[src/hdl/agcs_pkg.sv]
package agcs_pkg;

   localparam int MaxBodiesDefault = 16;
   localparam int IdxW = 4;

   // Q16.16 constants
   localparam logic signed [31:0] DropProbe = 32'sd655;
   localparam logic signed [31:0] GravStep = 32'sd1286;
   localparam logic signed [31:0] VelCap = -32'sd655360;

   // doubled-scale bounds are held at 36 bits
   localparam int BW = 36;

   typedef enum logic [1:0] {
      FUNC_LOAD  = 2'd0,
      FUNC_TICK  = 2'd1,
      FUNC_PROBE = 2'd2,
      FUNC_NONE  = 2'd3
   } func_type;

   typedef enum logic [3:0] {
      ST_IDLE,
      ST_READ,
      ST_SETUP1,
      ST_SCAN1,
      ST_DECIDE,
      ST_SETUP2,
      ST_SCAN2,
      ST_COMMIT,
      ST_OUT
   } state_type;

   // controller to datapath
   typedef struct packed {
      logic load_item;
      logic write_body;
      logic setup_probe;
      logic setup_drop;
      logic setup_move;
      logic scan_clear;
      logic scan_step;
      logic set_vel_zero;
      logic set_vel_new;
      logic commit_move;
      logic set_hit;
      logic out_load;
   } cmd_type;

   // datapath to controller
   typedef struct packed {
      func_type func;
      logic idx_ok;
      logic self_valid;
      logic bottom_pos;
      logic scan_done;
      logic scan_hit;
   } sts_type;

   function automatic logic signed [31:0] sat32(input logic signed [33:0] v);
      logic signed [31:0] r;
      if (v > 34'sh0_7FFF_FFFF) r = 32'sh7FFF_FFFF;
      else if (v < -34'sh0_8000_0000) r = 32'sh8000_0000;
      else r = v[31:0];
      return r;
   endfunction

endpackage

[src/hdl/agcs_ctrl.sv]
module agcs_ctrl
   import agcs_pkg::*;
(
   input  logic    clock,
   input  logic    reset,
   input  logic    in_valid,
   output logic    in_ready,
   output logic    out_valid,
   input  logic    out_ready,
   input  sts_type sts,
   output cmd_type cmd
);

   state_type state_ff, state_in;
   logic hit1_ff, hit1_in;

   // next state
   always_comb begin
      state_in = state_ff;
      unique case (state_ff)
         ST_IDLE: if (in_valid) state_in = ST_READ;
         ST_READ: begin
            if (!sts.idx_ok) state_in = ST_OUT;
            else if (sts.func == FUNC_LOAD) state_in = ST_OUT;
            else if (sts.func == FUNC_NONE || !sts.self_valid) state_in = ST_OUT;
            else state_in = ST_SETUP1;
         end
         ST_SETUP1: begin
            if (sts.func == FUNC_TICK && !sts.bottom_pos) state_in = ST_DECIDE;
            else state_in = ST_SCAN1;
         end
         ST_SCAN1: if (sts.scan_done) state_in = ST_DECIDE;
         ST_DECIDE: begin
            if (sts.func == FUNC_PROBE || !sts.bottom_pos || hit1_ff) state_in = ST_OUT;
            else state_in = ST_SETUP2;
         end
         ST_SETUP2: state_in = ST_SCAN2;
         ST_SCAN2: if (sts.scan_done) state_in = ST_COMMIT;
         ST_COMMIT: state_in = ST_OUT;
         ST_OUT: if (out_ready) state_in = ST_IDLE;
         default: state_in = ST_IDLE;
      endcase
   end

   always_comb begin
      hit1_in = hit1_ff;
      if (state_ff == ST_SETUP1) hit1_in = 1'b0;
      else if (state_ff == ST_SCAN1 && sts.scan_done) hit1_in = sts.scan_hit;
   end

   // outputs
   always_comb begin
      cmd = '0;
      in_ready = 1'b0;
      out_valid = 1'b0;
      unique case (state_ff)
         ST_IDLE: begin
            in_ready = 1'b1;
            cmd.load_item = in_valid;
         end
         ST_READ: begin
            cmd.write_body = sts.idx_ok && sts.func == FUNC_LOAD;
            cmd.out_load = 1'b1;
         end
         ST_SETUP1: begin
            cmd.scan_clear = 1'b1;
            cmd.setup_probe = sts.func == FUNC_PROBE;
            cmd.setup_drop = sts.func == FUNC_TICK;
         end
         ST_SCAN1: cmd.scan_step = !sts.scan_done;
         ST_DECIDE: begin
            if (sts.func == FUNC_PROBE) begin
               cmd.set_hit = hit1_ff;
            end else if (!sts.bottom_pos || hit1_ff) begin
               cmd.set_vel_zero = 1'b1;
               cmd.set_hit = hit1_ff;
            end else begin
               cmd.set_vel_new = 1'b1;
            end
         end
         ST_SETUP2: begin
            cmd.scan_clear = 1'b1;
            cmd.setup_move = 1'b1;
         end
         ST_SCAN2: cmd.scan_step = !sts.scan_done;
         ST_COMMIT: begin
            if (sts.scan_hit) cmd.set_hit = 1'b1;
            else cmd.commit_move = 1'b1;
         end
         ST_OUT: out_valid = 1'b1;
         default: ;
      endcase
   end

   always_ff @(posedge clock) begin
      if (reset) begin
         state_ff <= ST_IDLE;
         hit1_ff <= 1'b0;
      end else begin
         state_ff <= state_in;
         hit1_ff <= hit1_in;
      end
   end

endmodule

[config.mk]
export PLATFORM = sky130hd
export DESIGN_NAME = agcs_ctrl
export DESIGN_NICKNAME = d
export VERILOG_FILES = /design/src/hdl/agcs_pkg.sv /design/src/hdl/agcs_ctrl.sv
export SDC_FILE = /design/constraint.sdc
export NUM_CORES = 1
export LEC_CHECK = 0
export ABC_AREA = 1
export BUFFER_PORTS_ARGS = -buffer_cell sky130_fd_sc_hd__buf_4
export CAP_MARGIN = 10
export CORE_AREA = 2 2 39 41
export DETAILED_ROUTE_END_ITERATION = 8
export DIE_AREA = 0 0 41 43
export GPL_ROUTABILITY_DRIVEN = 0
export PLACE_DENSITY_LB_ADDON = 0.3
export SLEW_MARGIN = 20
export SYNTH_ARGS = -nofsm -noshare
export SYNTH_HDL_FRONTEND = slang
export SYNTH_SLANG_ARGS = --single-unit
[constraint.sdc]
create_clock -name clock -period 2.1 [get_ports clock]
set_input_delay 0.21 -clock clock [delete_from_list [all_inputs] [get_ports clock]]
set_output_delay 0.21 -clock clock [all_outputs]
set_load 0.02 [all_outputs]
# Word-level counts from Yosys, hierarchy flattened
# Cells that the tools add are included.
# W data, S select, Z words.
classes:
  eq_ne: 15
  n_mux: 29
  reduce_logical: 16
op_table:
  columns: ["op", "n"]
  rows:
  - ["$pmux W4 S9", 1]
  - ["$mux W4", 8]
  - ["$eq A4 B3 Y1 const B", 4]
  - ["$mux W1", 15]
  - ["$eq A4 B2 Y1 const B", 2]
  - ["$ne A2 B2 Y1 const B", 4]
  - ["$mux W2", 3]
  - ["$reduce_or A2 Y1", 3]
  - ["$eq A2 B2 Y1 const B", 2]
  - ["$eq A4 B1 Y1 const B", 1]
  - ["$eq A4 B4 Y1 const B", 1]
  - ["$logic_not A4 Y1", 1]
  - ["$logic_or A1 B1 Y1", 4]
  - ["$reduce_and A4 Y1", 1]
  - ["$logic_and A1 B1 Y1", 3]
  - ["$logic_not A1 Y1", 3]
  - ["$mux W3", 1]
  - ["$eq A2 B1 Y1 const B", 1]
  - ["$logic_not A2 Y1", 1]
  - ["$pmux W1 S2", 1]
totals:
  register_bits: 5
  input_bits: 11
  output_inout_bits: 14
  word_cells: 62

# Longest topological paths before layout
logic_depth:
  depth_word: 6
  mapped_depth: 9
  mapped_depth_nobuf: 9

# Least setup slack after synthesis
# OpenSTA, ideal clock, no wires.
synth_timing:
  kind: "register to output"
  start: "reg state_ff[1]"
  end: "out cmd[1] in the netlist's numbering"
  arrival_time_ps: 1168
  t_required_ps: 1890
  path_slack_ps: 722
  stages_incl_launch_ff: 6
  n_path_buf: 0
  path_cell_list: "dfxtp_1 nor2_2 inv_1 nor2_2 inv_1 o21ai_0"
synth_rtl:
  columns: ["item", "line", "text"]
  rows:
  - ["start, declared", "agcs_ctrl.sv:14", "state_type state_ff, state_in;"]
  - ["start signal, assigned", "agcs_ctrl.sv:100", "state_ff <= state_in;"]
  - ["end, declared", "agcs_ctrl.sv:11", "output cmd_type cmd"]

==> flow_metrics.tcl <==
set metrics [dict create \
    outcome "complete, no violations" \
    layout.nets 133 \
    final_area_um2 736 \
    antenna_found_initial 0 \
    synth_cell_types 16 \
    arrival_ns 1.30 \
    drc_errors 0 \
    first_pass_iters 4 \
    syn_nets 104 \
    cts_made_buffers 3 \
    ctsHoldBuffers 0 \
    io_pins 25 \
    p_leak_nw 0.421 \
    grt_max_degree 6 \
    fin_cells 137 \
    syn-mean-instance-area_um2 5.48 \
    maxSlewHeadroom_pct 85.9 \
    synth_top_cell_area_share_pct 19.7 \
    ctsRootBufferMaster "clkbuf_4" \
    synth_top_area_cell "dfxtp_1" \
    place_area_um2 709 \
    cts_buffer_depth 2 \
    fp-row-count 14 \
    timing.rr.start "state_ff[2]$_SDFFE_PP0P_" \
    cp_slowest_cell "dfxtp_1" \
    critPathLaunchType "flop" \
    dieArea_um2 1760 \
    dpl.hpwl_um 1090 \
    ant_nets 0 \
    min_path_cells 2 \
    vias 633 \
    r2r_cells 9 \
    powerDensity_nw_per_um2 494 \
    die_h_um 43 \
    netlist_area_um2 509 \
    setup_slack_ns 0.590 \
    crit_family "flip-flops" \
    grt_pass1_wl_um 2040 \
    synth-seq-cells 5 \
    h-tree-depth 1 \
    dp_cells 133 \
    dp_slack_ns 0.837 \
    clock_sinks 5 \
    vdd_drop_max_mv 0.358 \
    slew_violations 0 \
    yosys_warnings 0 \
    path_clk_slew_ns 0.04 \
    cts.repair.resized 0 \
    n_antenna_cell 0 \
    finalCritPeriodShare_pct 71.9 \
    end_kind "output pin" \
    min_path_type "in2reg" \
    rsz0062_at_grt "false" \
    path_cells "inv_2, nor2_2, nand2_2, nand2_1, nand2_2, inv_2, buf_4" \
    r2r_slack_ns 0.91 \
    drv_cap 0 \
    postCtsSetupRepairBufs 0 \
    synth-seq-area-share_pct 19.7 \
    clock.fmax_mhz 662 \
    synth.area.top_cells "dfxtp_1 20%, nand2_1 16%, inv_1 11%" \
    via_per_inst 4.62 \
    drive_gt1_share_pct 39.7 \
    cp_max_fo 4 \
    worst-path-buf-inv 3 \
    hp-start "reset" \
    tns_ns 0 \
    fp.dieW_um 41 \
    min_to "state_ff[1]$_SDFFE_PP0P_" \
    critPathMaxStageDelay_ns 0.40 \
    port_buffers 24 \
    start_util_pct 36.8 \
    crit_type "reg2out" \
    clkLatencyLatePin_ns 0.24 \
    drt_wl_total_um 1230 \
    first_global_vias 538 \
    setup_viol 0 \
    required_ns 1.89 \
    grt_usage_pct 16.4 \
    cts_tree "yes" \
    area_growth_pct 44.5 \
    reg2reg_to "state_ff[0]$_SDFFE_PP0P_" \
    routedWlPerCell_um 8.99 \
    hold_slack_ns 0.150 \
    min_period_ns 1.51 \
    synthCells 93 \
    hold_viol_final 0 \
    skew_ns 0.000187 \
    crit_start "state_ff[2]$_SDFFE_PP0P_" \
    overflow 0 \
    fp.coreArea_um2 1380 \
    worst_pin_slew_ns 0.211 \
    drt_iter0_drc 11 \
    nFillCells 141 \
]
-- how the worst max path moves through the flow --
stage	to	slack, ns	cells after the start
floorplan	cmd[1]	0.72	5
global placement	cmd[1]	0.85	6
detailed placement	cmd[1]	0.84	6
CTS	cmd[1]	0.57	6
global route	cmd[1]	0.45	6
finish	cmd[5]	0.59	7
-- synthesized netlist by cell type --
cell,count
a21oi_1,4
inv_1,15
o211ai_1,1
nor3_1,2
nor2_2,7
inv_2,6
o21ai_0,3
nand2_2,6
nand4_1,3
nor2_1,9
nand2_4,1
clkinv_1,1
nand3_1,7
nand2_1,22
dfxtp_1,5
nor2_4,1
-- cells in the final DEF (no fill, tap or decap), drive strengths merged --
cell / synthesis / routed
nor3: 2 / 2
nand4: 3 / 3
clkinv: 1 / 1
o21ai: 3 / 3
o211ai: 1 / 1
clkbuf: 0 / 4
buf: 0 / 24
dfxtp: 5 / 5
inv: 21 / 21
a21oi: 4 / 4
nor2: 17 / 17
nand3: 7 / 7
nand2: 29 / 29
-- layout make-up --
| cell class | instances | area, µm² | share of cell area (%) |
|---|---|---|---|
| Multi-Input combinational cell | 66 | 327 | 44.4 |
| Timing Repair Buffer | 24 | 180 | 24.5 |
| Sequential cell | 5 | 100 | 13.6 |
| Inverter | 22 | 82.6 | 11.2 |
| Clock buffer | 4 | 26.3 | 3.57 |
| Tap cell | 16 | 20.0 | 2.72 |
-- layer usage --
layer | global-route usage [%] | wire, µm | share of wire, % | vias up
met2 | 27.2 | 656 | 53 | 12
met3 | 3.14 | 54 | 4.4 | 0
met5 | 0 | 0 | 0 | -
met4 | 6.00 | 0 | 0 | 0
met1 | 19.6 | 520 | 42 | 275
li1 | - | - | - | 346
-- worst register-to-register path: cells and delay by family (launching register included) --
kind	cells	cell delay, ns
compound gates	1	0.06
buf+inv	2	0.15
flops	1	0.40
simple gates	6	0.47
-- metrics by stage --
step / power [mW] / util (%)
6_report: 0.364 / 53.2
5_1_grt: 0.390 / 53.2
4_1_cts: 0.374 / 53.2
3_5_place_dp: 0.259 / 51.3
3_3_place_gp: 0.258 / 51.3
2_1_floorplan: 0.206 / -
-- where the power goes --
group	switching, mW	internal [mW]	leakage [nW]
Combinational	0.0854	0.0608	0.366
Clock	0.0355	0.0716	0.0150
Sequential	0.00854	0.102	0.0407
-- state kept, by name, indices dropped and copies added, names as in the netlist --
register and cells:
state_ff 4, hit1_ff 1
-- kinds of logic (layout without fill, tap and decap cells) --
family	Yosys count	count (layout)	share of synthesized area (%)
buffers and inverters	22	50	16.2
DFF	5	5	19.7
AOI/OAI and AO/OA	8	8	8.35
and+or+nand+nor	58	58	55.8
Power figures use the tool's default switching activity.
